==> src/rtl/core/swlc_pkg.sv <==
// ---------------------------------------------------------------------------
// swlc_pkg
// Shared commands, actions, register indexes and fixed sizes of the
// sliding-window link controller.
// ---------------------------------------------------------------------------
package swlc_pkg;

  // window sizes: the result fields are sized for these
  localparam int SLOTS   = 4;
  localparam int SEQ_MOD = 8;
  localparam int MAX_LEN = 64;

  typedef enum logic [2:0] {
    CMD_SEND  = 3'd0,
    CMD_ACK   = 3'd1,
    CMD_NAK   = 3'd2,
    CMD_DATA  = 3'd3,
    CMD_CKERR = 3'd4,
    CMD_DELIV = 3'd5,
    CMD_TICK  = 3'd6,
    CMD_NONE7 = 3'd7
  } cmd_t;

  typedef enum logic [3:0] {
    ACT_NONE    = 4'd0,
    ACT_XMIT    = 4'd1,
    ACT_ACK     = 4'd2,
    ACT_NAK     = 4'd3,
    ACT_STORE   = 4'd4,
    ACT_DELIVER = 4'd5,
    ACT_FULL    = 4'd6,
    ACT_NOTRDY  = 4'd7,
    ACT_FAILED  = 4'd8
  } act_t;

  localparam logic CFG_TIMEOUT = 1'b0;
  localparam logic CFG_MAXERR  = 1'b1;

endpackage

==> src/rtl/core/sliding_window_link_controller.sv <==
// ---------------------------------------------------------------------------
// sliding_window_link_controller
// Selective-repeat window controller: slot tables sit in a memory, one slot
// is read, modified and written back per cycle.
// ---------------------------------------------------------------------------
//  channel | ports                                   | handshake
//  in      | in_command, in_number, in_length        | start & !busy
//  out     | out_action .. out_last                  | out_strobe, one cycle
//  cfg     | cfg_index, cfg_data                     | cfg_valid & cfg_ready
//
// Busy stays high from start until the last result of the command has been
// shown: after an ack it also covers retiring the acknowledged slots (one
// acknowledged slot retired per cycle), after a tick it covers checking all
// slots and then sending the timed-out ones again.
// Reset clears all control state; the slot memory needs no pass.
// The receiver cannot stall: each result is shown for one cycle only.
module sliding_window_link_controller #(
  parameter int TIME_BITS = 16
) (
  input  logic       clk,
  input  logic       rst_n,
  input  logic       start,
  output logic       busy,
  input  logic [2:0] in_command,
  input  logic [3:0] in_number,
  input  logic [7:0] in_length,
  output logic       out_strobe,
  output logic [3:0] out_action,
  output logic [1:0] out_slot,
  output logic [3:0] out_seq_field,
  output logic [2:0] out_ack_field,
  output logic [6:0] out_length_out,
  output logic [7:0] out_error_total,
  output logic       out_last,
  input  logic       cfg_valid,
  output logic       cfg_ready,
  input  logic       cfg_index,
  input  logic [7:0] cfg_data
);

  localparam int SLOTS   = swlc_pkg::SLOTS;
  localparam int SEQ_MOD = swlc_pkg::SEQ_MOD;
  localparam int MAX_LEN = swlc_pkg::MAX_LEN;
  localparam int SW = (SLOTS > 1) ? $clog2(SLOTS) : 1;
  localparam int QW = $clog2(SEQ_MOD);
  localparam int FW = $clog2(SLOTS + 1);

  typedef enum logic [5:0] {
    ST_IDLE = 6'b000001,
    ST_WORK = 6'b000010,
    ST_ACKW = 6'b000100,
    ST_SCAN = 6'b001000,
    ST_EMIT = 6'b010000,
    ST_DONE = 6'b100000
  } state_t;

  // slot memory: sent time, sequence, out length, in length
  typedef struct packed {
    logic [TIME_BITS-1:0] sent;
    logic [QW-1:0]        seq;
    logic [6:0]           olen;
    logic [6:0]           ilen;
  } ent_t;

  ent_t mem [SLOTS];
  ent_t rd_r;
  logic           we;
  logic [SW-1:0]  waddr, raddr;
  ent_t           wdata;

  always_ff @(posedge clk) begin
    if (we) begin
      mem[waddr] <= wdata;
    end
    rd_r <= mem[raddr];
  end

  state_t st_r, st_nxt;
  logic [2:0] cmd_r;
  logic [3:0] num_r;
  logic [6:0] len_r;
  logic [7:0] tmo_r, maxe_r, err_r, err_nxt;
  logic [QW-1:0] slo_r, slo_nxt, snx_r, snx_nxt, rlo_r, rlo_nxt, rhi_r, rhi_nxt;
  logic [FW-1:0] fl_r, fl_nxt;
  logic nak_r, nak_nxt;
  logic [TIME_BITS-1:0] now_r, now_nxt;
  logic [SLOTS-1:0] pend_r, pend_nxt, arr_r, arr_nxt;
  logic [SLOTS-1:0] hit_r, hit_nxt;
  logic [SW-1:0] idx_r, idx_nxt;
  logic [2:0] cnt_r, cnt_nxt;
  logic phase_r, phase_nxt;

  // result register
  logic o_stb_nxt, o_last_nxt;
  logic [3:0] o_act_nxt, o_seq_nxt;
  logic [1:0] o_slot_nxt;
  logic [2:0] o_ack_nxt;
  logic [6:0] o_len_nxt;

  function automatic logic in_win(logic [QW-1:0] lo, logic [QW-1:0] x, logic [QW-1:0] hi);
    return (lo <= x && x < hi) || (hi < lo && lo <= x) || (x < hi && hi < lo);
  endfunction

  function automatic logic [QW-1:0] inc(logic [QW-1:0] v);
    logic [QW:0] t;
    t = {1'b0, v} + 1'b1;
    return (t == (QW+1)'(SEQ_MOD)) ? '0 : t[QW-1:0];
  endfunction

  function automatic logic [6:0] clamp(logic [7:0] v);
    return (v > 8'(MAX_LEN)) ? 7'(MAX_LEN) : v[6:0];
  endfunction

  function automatic logic [7:0] sat(logic [7:0] v);
    return (v == 8'hFF) ? v : v + 8'd1;
  endfunction

  function automatic logic [SW-1:0] smod(logic [QW-1:0] v);
    return SW'(v % SLOTS);
  endfunction

  assign busy      = (st_r != ST_IDLE);
  assign cfg_ready = (st_r == ST_IDLE) && !start;

  logic num_ok;
  logic [QW-1:0] num_q;
  assign num_ok = ({28'd0, num_r} < 32'(SEQ_MOD));
  assign num_q  = num_r[QW-1:0];

  always_comb begin
    st_nxt = st_r; slo_nxt = slo_r; snx_nxt = snx_r; rlo_nxt = rlo_r; rhi_nxt = rhi_r;
    fl_nxt = fl_r; err_nxt = err_r; nak_nxt = nak_r; now_nxt = now_r;
    pend_nxt = pend_r; arr_nxt = arr_r; hit_nxt = hit_r; idx_nxt = idx_r;
    cnt_nxt = cnt_r; phase_nxt = phase_r;
    we = 1'b0; waddr = idx_r; wdata = rd_r; raddr = idx_r;
    o_stb_nxt = 1'b0; o_last_nxt = 1'b0; o_act_nxt = swlc_pkg::ACT_NONE;
    o_slot_nxt = '0; o_seq_nxt = '0; o_ack_nxt = '0; o_len_nxt = '0;
    unique case (st_r)
      ST_IDLE: begin
        raddr = smod(in_number[QW-1:0]);
        if (start) begin
          idx_nxt = '0; cnt_nxt = '0; phase_nxt = 1'b0; hit_nxt = '0;
          unique case (swlc_pkg::cmd_t'(in_command))
            swlc_pkg::CMD_SEND:  idx_nxt = smod(snx_r);
            swlc_pkg::CMD_NAK,
            swlc_pkg::CMD_DATA:  idx_nxt = smod(in_number[QW-1:0]);
            swlc_pkg::CMD_DELIV: idx_nxt = smod(rlo_r);
            default:             idx_nxt = '0;
          endcase
          raddr = idx_nxt;
          if (swlc_pkg::cmd_t'(in_command) == swlc_pkg::CMD_TICK && err_r < maxe_r) begin
            now_nxt = now_r + 1'b1;
            st_nxt  = ST_SCAN;
          end else if (swlc_pkg::cmd_t'(in_command) == swlc_pkg::CMD_ACK) begin
            st_nxt = ST_ACKW;
          end else begin
            st_nxt = ST_WORK;
          end
        end
      end
      ST_ACKW: begin
        // retire one acknowledged slot per cycle
        if (err_r >= maxe_r) begin
          st_nxt = ST_WORK;
        end else if (num_ok && in_win(slo_r, num_q, snx_r)) begin
          if (fl_r != '0) fl_nxt = fl_r - 1'b1;
          pend_nxt[smod(slo_r)] = 1'b0;
          slo_nxt = inc(slo_r);
        end else begin
          o_stb_nxt = 1'b1; o_last_nxt = 1'b1; st_nxt = ST_DONE;
        end
      end
      ST_WORK: begin
        o_stb_nxt = 1'b1; o_last_nxt = 1'b1;
        st_nxt = ST_DONE;
        if (err_r >= maxe_r) begin
          o_act_nxt = swlc_pkg::ACT_FAILED;
        end else begin
          unique case (swlc_pkg::cmd_t'(cmd_r))
            swlc_pkg::CMD_SEND: begin
              if ({{(32-FW){1'b0}}, fl_r} >= 32'(SLOTS)) begin
                o_act_nxt = swlc_pkg::ACT_FULL;
              end else begin
                we = 1'b1;
                wdata.sent = now_r; wdata.seq = snx_r; wdata.olen = len_r;
                pend_nxt[idx_r] = 1'b1;
                fl_nxt = fl_r + 1'b1; snx_nxt = inc(snx_r);
                o_act_nxt = swlc_pkg::ACT_XMIT; o_slot_nxt = 2'(idx_r);
                o_seq_nxt = 4'(snx_r); o_ack_nxt = 3'(rlo_r); o_len_nxt = len_r;
              end
            end
            swlc_pkg::CMD_NAK: begin
              if (num_ok && in_win(slo_r, num_q, snx_r)) begin
                we = 1'b1; wdata.sent = now_r; wdata.seq = num_q;
                err_nxt = sat(err_r);
                o_act_nxt = swlc_pkg::ACT_XMIT; o_slot_nxt = 2'(idx_r);
                o_seq_nxt = 4'(num_q); o_ack_nxt = 3'(rlo_r); o_len_nxt = rd_r.olen;
              end
            end
            swlc_pkg::CMD_DATA: begin
              err_nxt = (num_r != 4'(rlo_r) && nak_r) ? sat(err_r) : err_r;
              if (num_ok && in_win(rlo_r, num_q, rhi_r) && !arr_r[idx_r]) begin
                we = 1'b1; wdata.ilen = len_r;
                arr_nxt[idx_r] = 1'b1;
                o_act_nxt = swlc_pkg::ACT_STORE; o_slot_nxt = 2'(idx_r); o_len_nxt = len_r;
              end
            end
            swlc_pkg::CMD_CKERR: begin
              err_nxt = sat(err_r);
              if (nak_r) begin
                nak_nxt = 1'b0; o_act_nxt = swlc_pkg::ACT_NAK; o_ack_nxt = 3'(rlo_r);
              end
            end
            swlc_pkg::CMD_DELIV: begin
              if (!arr_r[idx_r]) begin
                o_act_nxt = swlc_pkg::ACT_NOTRDY;
              end else if (!phase_r) begin
                o_act_nxt = swlc_pkg::ACT_ACK; o_ack_nxt = 3'(rlo_r);
                o_last_nxt = 1'b0; phase_nxt = 1'b1; st_nxt = ST_WORK;
              end else begin
                o_act_nxt = swlc_pkg::ACT_DELIVER; o_slot_nxt = 2'(idx_r);
                o_len_nxt = rd_r.ilen;
                nak_nxt = 1'b1; arr_nxt[idx_r] = 1'b0;
                rlo_nxt = inc(rlo_r); rhi_nxt = inc(rhi_r);
              end
            end
            default: ;
          endcase
        end
      end
      ST_SCAN: begin
        // check one slot per cycle for a timeout; rd_r holds slot idx_r
        raddr = idx_r + 1'b1;
        idx_nxt = idx_r + 1'b1;
        if (pend_r[idx_r] && (TIME_BITS'(now_r - rd_r.sent) >= TIME_BITS'(tmo_r))
            && cnt_r < 3'd4) begin
          we = 1'b1; wdata.sent = now_r;
          err_nxt = sat(err_r);
          cnt_nxt = cnt_r + 1'b1;
          hit_nxt[idx_r] = 1'b1;
        end
        if (idx_r == SW'(SLOTS - 1)) begin
          raddr = '0; idx_nxt = '0;
          if (hit_nxt == '0) begin
            o_stb_nxt = 1'b1; o_last_nxt = 1'b1; st_nxt = ST_DONE;
          end else begin
            st_nxt = ST_EMIT;
          end
        end
      end
      ST_EMIT: begin
        // send the timed-out slots again, lowest first; rd_r holds slot idx_r
        raddr = idx_r + 1'b1;
        idx_nxt = idx_r + 1'b1;
        if (hit_r[idx_r]) begin
          hit_nxt[idx_r] = 1'b0;
          o_stb_nxt = 1'b1; o_act_nxt = swlc_pkg::ACT_XMIT;
          o_slot_nxt = 2'(idx_r); o_seq_nxt = 4'(rd_r.seq);
          o_ack_nxt = 3'(rlo_r); o_len_nxt = rd_r.olen;
          if (hit_nxt == '0) begin
            o_last_nxt = 1'b1; st_nxt = ST_DONE;
          end
        end
      end
      ST_DONE: begin
        // final beat is on the outputs; take the next command after it
        st_nxt = ST_IDLE;
      end
      default: st_nxt = ST_IDLE;
    endcase
  end

  always_ff @(posedge clk) begin
    if (!rst_n) begin
      st_r <= ST_IDLE; tmo_r <= 8'd10; maxe_r <= 8'd20; err_r <= '0;
      slo_r <= '0; snx_r <= '0; rlo_r <= '0; rhi_r <= QW'(SLOTS % SEQ_MOD);
      fl_r <= '0; nak_r <= 1'b1; now_r <= '0; pend_r <= '0; arr_r <= '0;
      hit_r <= '0; idx_r <= '0; cnt_r <= '0; phase_r <= 1'b0;
      out_strobe <= 1'b0;
    end else begin
      st_r <= st_nxt; err_r <= err_nxt; slo_r <= slo_nxt; snx_r <= snx_nxt;
      rlo_r <= rlo_nxt; rhi_r <= rhi_nxt; fl_r <= fl_nxt; nak_r <= nak_nxt;
      now_r <= now_nxt; pend_r <= pend_nxt; arr_r <= arr_nxt; hit_r <= hit_nxt;
      idx_r <= idx_nxt; cnt_r <= cnt_nxt; phase_r <= phase_nxt;
      if (cfg_valid && cfg_ready) begin
        if (cfg_index == swlc_pkg::CFG_TIMEOUT) tmo_r <= cfg_data;
        else maxe_r <= cfg_data;
      end
      out_strobe <= o_stb_nxt;
    end
  end

  // payload registers; the error total is the count after the whole command
  always_ff @(posedge clk) begin
    if (st_r == ST_IDLE && start) begin
      cmd_r <= in_command; num_r <= in_number; len_r <= clamp(in_length);
    end
    if (o_stb_nxt) begin
      out_action <= o_act_nxt; out_slot <= o_slot_nxt; out_seq_field <= o_seq_nxt;
      out_ack_field <= o_ack_nxt; out_length_out <= o_len_nxt; out_last <= o_last_nxt;
      out_error_total <= err_nxt;
    end
  end

endmodule
==> config.mk <==
export PLATFORM = sky130hd
export DESIGN_NAME = sliding_window_link_controller
export DESIGN_NICKNAME = d
export VERILOG_FILES = /design/src/rtl/core/swlc_pkg.sv /design/src/rtl/core/sliding_window_link_controller.sv
export SDC_FILE = /design/constraint.sdc
export NUM_CORES = 1
export LEC_CHECK = 0
export ABC_AREA = 1
export BUFFER_PORTS_ARGS = -buffer_cell sky130_fd_sc_hd__buf_2
export CAP_MARGIN = 30
export CORE_MARGIN = 3
export CORE_UTILIZATION = 47
export CTS_CLUSTER_DIAMETER = 100
export CTS_CLUSTER_SIZE = 25
export DETAILED_ROUTE_END_ITERATION = 7
export HOLD_SLACK_MARGIN = 0.03
export SLEW_MARGIN = 20
export SYNTH_ARGS = -nofsm -noshare
export SYNTH_HDL_FRONTEND = slang
export SYNTH_SLANG_ARGS = --single-unit
==> constraint.sdc <==
create_clock -name clk -period 5.1 [get_ports clk]
set_input_delay 1.02 -clock clk [delete_from_list [all_inputs] [get_ports clk]]
set_output_delay 1.02 -clock clk [all_outputs]
set_load 0.02 [all_outputs]
==> results.txt <==
TritonCTS built the clock tree. For the final database, setup skew stands at 0.01378 ns. The clock insertion delay at the later pin of the skew report came out at 0.51 ns. The count of cell types in the netlist came out at 61. The peak supply drop came out at 0.2737 mV. The starting utilization of the core area came out at 47.82%. In the post-synthesis netlist, the biggest area contributors are edfxtp_1 (37%), dfxtp_1 (16%), nand2_1 (8.6%), ha_1 (5.2%), inv_1 (5.2%). The final hold violation count is 0. The antenna diode count is 0. Synthesis produced a netlist whose cell count is 1549. The first-pass iteration count of the detailed router is 5. The total power divided by cell area is 482.1 nW/um^2. The number of violations of the max-capacitance limit came out at 0. The sequential power share came out at 42.4%. At the worst endpoint, the arrival time is 4.07 ns. The setup TNS is 0 ns. Of the available clock period, the critical path in the final layout requires 76.12%.

Leaving out fill and tap cells, the most frequent cell in the layout is nand2_1. edfxtp_1 takes more of the synthesized area than any other cell. The number of pins with negative max-slew slack in the final report came to 0. The total track usage is 20.91%. The fraction of the mapped netlist area in adder cells came out at 5.476%. The non-filler instance count after layout is 1995. The worst setup path is launched from a flip-flop. The total placed cells including tap cells came out at 1969. The number of gates given a new drive strength after cts is 0. The switching power share of the total is 40.31%. By startpoint and endpoint, the worst setup path is classified as reg2reg.

At the pin with the least slew margin, the transition time is 0.8820 ns. The number of CTS-inserted buffers is 15. The number of sinks on the clock net is 288. The cell area after layout is 15330 um^2. The final antenna-violating net count is 0. Compared with the post-synthesis result, the final layout area differs by 7.871%. The share of total power dissipated in combinational logic is 39.9%. The multi-input logic area came out at 5660 um^2. The clock-pin slew on the worst setup and hold paths is 0.10 ns. The analysis attributes to cell leakage a power of 0.006104 uW. The number of warnings printed during yosys synthesis came out at 0. The proportion of register bits with asynchronous set or reset after synthesis is 0%. By area, the combinational part of the netlist is dominated by simple AND/OR/NAND/NOR gates. The pin count of the biggest net entering global routing is 67. The overall via count from detail_route is 10.84k. The endpoint required time on the critical path came out at 5.29 ns. The share of Yosys cell area claimed by the top area cell type is 36.77%. The number of cells on the worst hold path is 2. The endpoint identified for the worst register-to-register timing path is out_seq_field[1].

Buffers inserted to repair hold after CTS numbered 0. For this run, the leading register cell type out of synthesis is edfxtp_1. In the layout the commonest cells are nand2_1 (323), inv_1 (196), edfxtp_1 (174). Setup repair after global routing left no endpoint under its margin. Setup violations remaining at the end of the flow were counted as 0. Dividing the detail-routed wire length by the instance count gives 17.18 um. The synthesized netlist occupies a cell area of 14210 um^2.

The number of flops mapped to enable cells by yosys is 174. The number of buffers between clock root and the deepest sink is 3. The filler cell count came out at 2731.

After Yosys synthesis, and, or, nand and nor cells account for 17.62% of the synthesized area. The mux cell area share after synthesis came out at 0.07924%. The run finished with clean final reports. The flip-flop and latch count after synthesis is 288. Prior to clock tree synthesis, the placed netlist has a worst setup slack of 1.253 ns. The clock period minus worst slack is 3.882 ns.

The synthesized-area fraction occupied by xor and xnor cells is 0.7396%. The number of vias per cell after detailed routing is 5.432. The initialized floorplan defines 63 standard-cell rows.

The routed design has 34270 um of wire. The mean post-synth cell area came out at 9.174 um^2. The width of the chip is 179.9 um. The number of antenna violations at the first check in global routing is 0. The clock network power share came out at 17.7%.

Measured along the y axis, the die boundary spans 179.9 um. The maximum clock rate came out at 257.6 MHz. The number of top-level design ports is 60.

The cell sitting at the root of the clock tree is a clkbuf_16. The CTS H-tree depth is 1. The remaining max-slew budget at the tightest pin is 41.20%.

Once the clock tree was built, the setup fixing pass inserted 0 buffers. For flop-to-flop paths, the worst setup slack is 1.22 ns. Setup slack on the critical path of the routed design comes to 1.218 ns. For this run, design rule violations remaining after detail routing come to 0. The HPWL after detailed placement is 24760 um. At the end of routability-driven placement, the weighted congestion stood at 0.8566. The path class of the tightest hold or removal check is reg2reg. The startpoint of the lowest-slack hold path is maxe_r[5]. The number of global-route vias before repair is 10.33k. After detailed placement, the total cell area comes to 14900 um^2. The wire length of the first global-routing pass came out at 55340 um. The total overflow reported by the global router came out at 0.

The detailed router's first-iteration violation count came out at 814. The maximum net fanout on the critical path came out at 18. The startpoint identified for the worst register-to-register timing path is now_r[0].

The synthesized netlist devotes 15.61% of its cell area to compound gates. STA classifies the critical path endpoint as a flip-flop. Across the whole layout, storage elements account for 7507 um^2. The worst hold path terminates at maxe_r[5].

The net count after synthesis is 1638. The count of buffers added on input and output ports is 58. The core region is 29720 um^2.

The number of nets at the end of the flow came out at 1685. The fraction of layout cells with a size suffix above 1 is 11.28%. The internal power summed over all cells came out at 4411 uW.

The sequential area share after synthesis came out at 52.83%. The final core utilization came out at 51.59%. The number of cells on the worst reg-to-reg path is 22. The die footprint came out at 32360 um^2.

The switching power came out at 2979 uW.
==> power groups by stage <==
stage	Combinational (uW)	Sequential, uW	Clock [uW]
6_report	2950	3130	1310
5_1_grt	3350	3160	1430
4_1_cts	2980	3130	1350
3_5_place_dp	2960	3180	0
3_3_place_gp	2930	3180	0
2_1_floorplan	2220	3150	0
==> registers in the layout (all words and copies together), names as in the netlist, 3 cells and up, named ones only <==
register	cells
cmd_r	3
cnt_r	3
err_r	8
fl_r	3
hit_r	4
len_r	7
maxe_r	8
mem	132
now_r	16
num_r	4
out_ack_field	3
out_action	4
out_error_total	8
out_length_out	7
out_seq_field	3
pend_r	4
rd_r	33
rhi_r	3
rlo_r	3
slo_r	3
snx_r	3
st_r	6
tmo_r	8
==> cell type report <==
type	instances	area share [%]
inverter	221	5.436
timing repair buffer	74	2.677
multi-input combinational	996	36.92
clock buffer	23	2.644
tap	390	3.183
clock inverter	3	0.1632
sequential	288	48.97
==> worst max path at each step <==
stage	from	to	slack, ns	cells after the start
detailed placement	now_r[0]	out_length_out[0]	1.25	22
global placement	now_r[0]	out_length_out[2]	1.29	22
global route	now_r[0]	out_length_out[2]	0.86	22
CTS	now_r[0]	out_seq_field[1]	1.21	22
floorplan	now_r[0]	mem[0][0]	0.99	20
finish	now_r[0]	out_seq_field[1]	1.22	22
==> cells by family after synthesis <==
group                      count (synthesis)
AOI/OAI and AO/OA                        369
other                                      1
adders and majority gates                 61
DFF                                      288
xor gates and xnor gates                  12
and+or+nand+nor                          552
muxes                                      1
buffers and inverters                    265
==> synthesized netlist by cell type (all sizes together), types with 4 or more instances <==
master,instances
inv,219
nand3b,4
o21a,4
o211ai,32
o221ai,4
nor3,26
nand2,344
dfxtp,114
xor2,9
a311oi,4
o22ai,5
nand3,56
clkbuf,15
ha,59
a22oi,5
o31ai,4
nor4,6
buf,29
a31oi,16
edfxtp,174
nand4,17
o21ai,114
nor2,93
a21oi,138
a32oi,34
==> routing by layer <==
layer | vias to the layer above | global-route usage [%] | wire [um]
li1 | 5419 | - | -
met1 | 5129 | 29.58 | 15960
met2 | 245 | 34.23 | 15930
met3 | 44 | 2.651 | 1642
met4 | 0 | 5.600 | 745
met5 | - | 0 | 0
==> critical path: stages, from the launching register on <==
cell and delay, ns:
dfxtp_1 0.37, inv_1 0.11, ha_1 0.22, fa_1 0.41, inv_1 0.09, nand3_1 0.07, nand3_1 0.11, xor2_1 0.17
ha_1 0.24, nand2_1 0.06, inv_1 0.03, nand2_1 0.05, nand2_1 0.04, nand2_1 0.05, nand2_1 0.05, nor2_2 0.12
nand2_4 0.12, nand3_2 0.08, nand2_1 0.08, nor2_2 0.15, nand4_1 0.13, nand2_1 0.39, buf_4 0.37
==> through the flow <==
stage	power (uW)	hold WS (ns)
floorplan	5367	0.4353
global placement	6105	0.4564
detailed placement	6139	0.4562
CTS	7458	0.4709
global route	7936	0.4814
finish	7391	0.4681
Note: power is estimated with default switching activity, not from simulation.
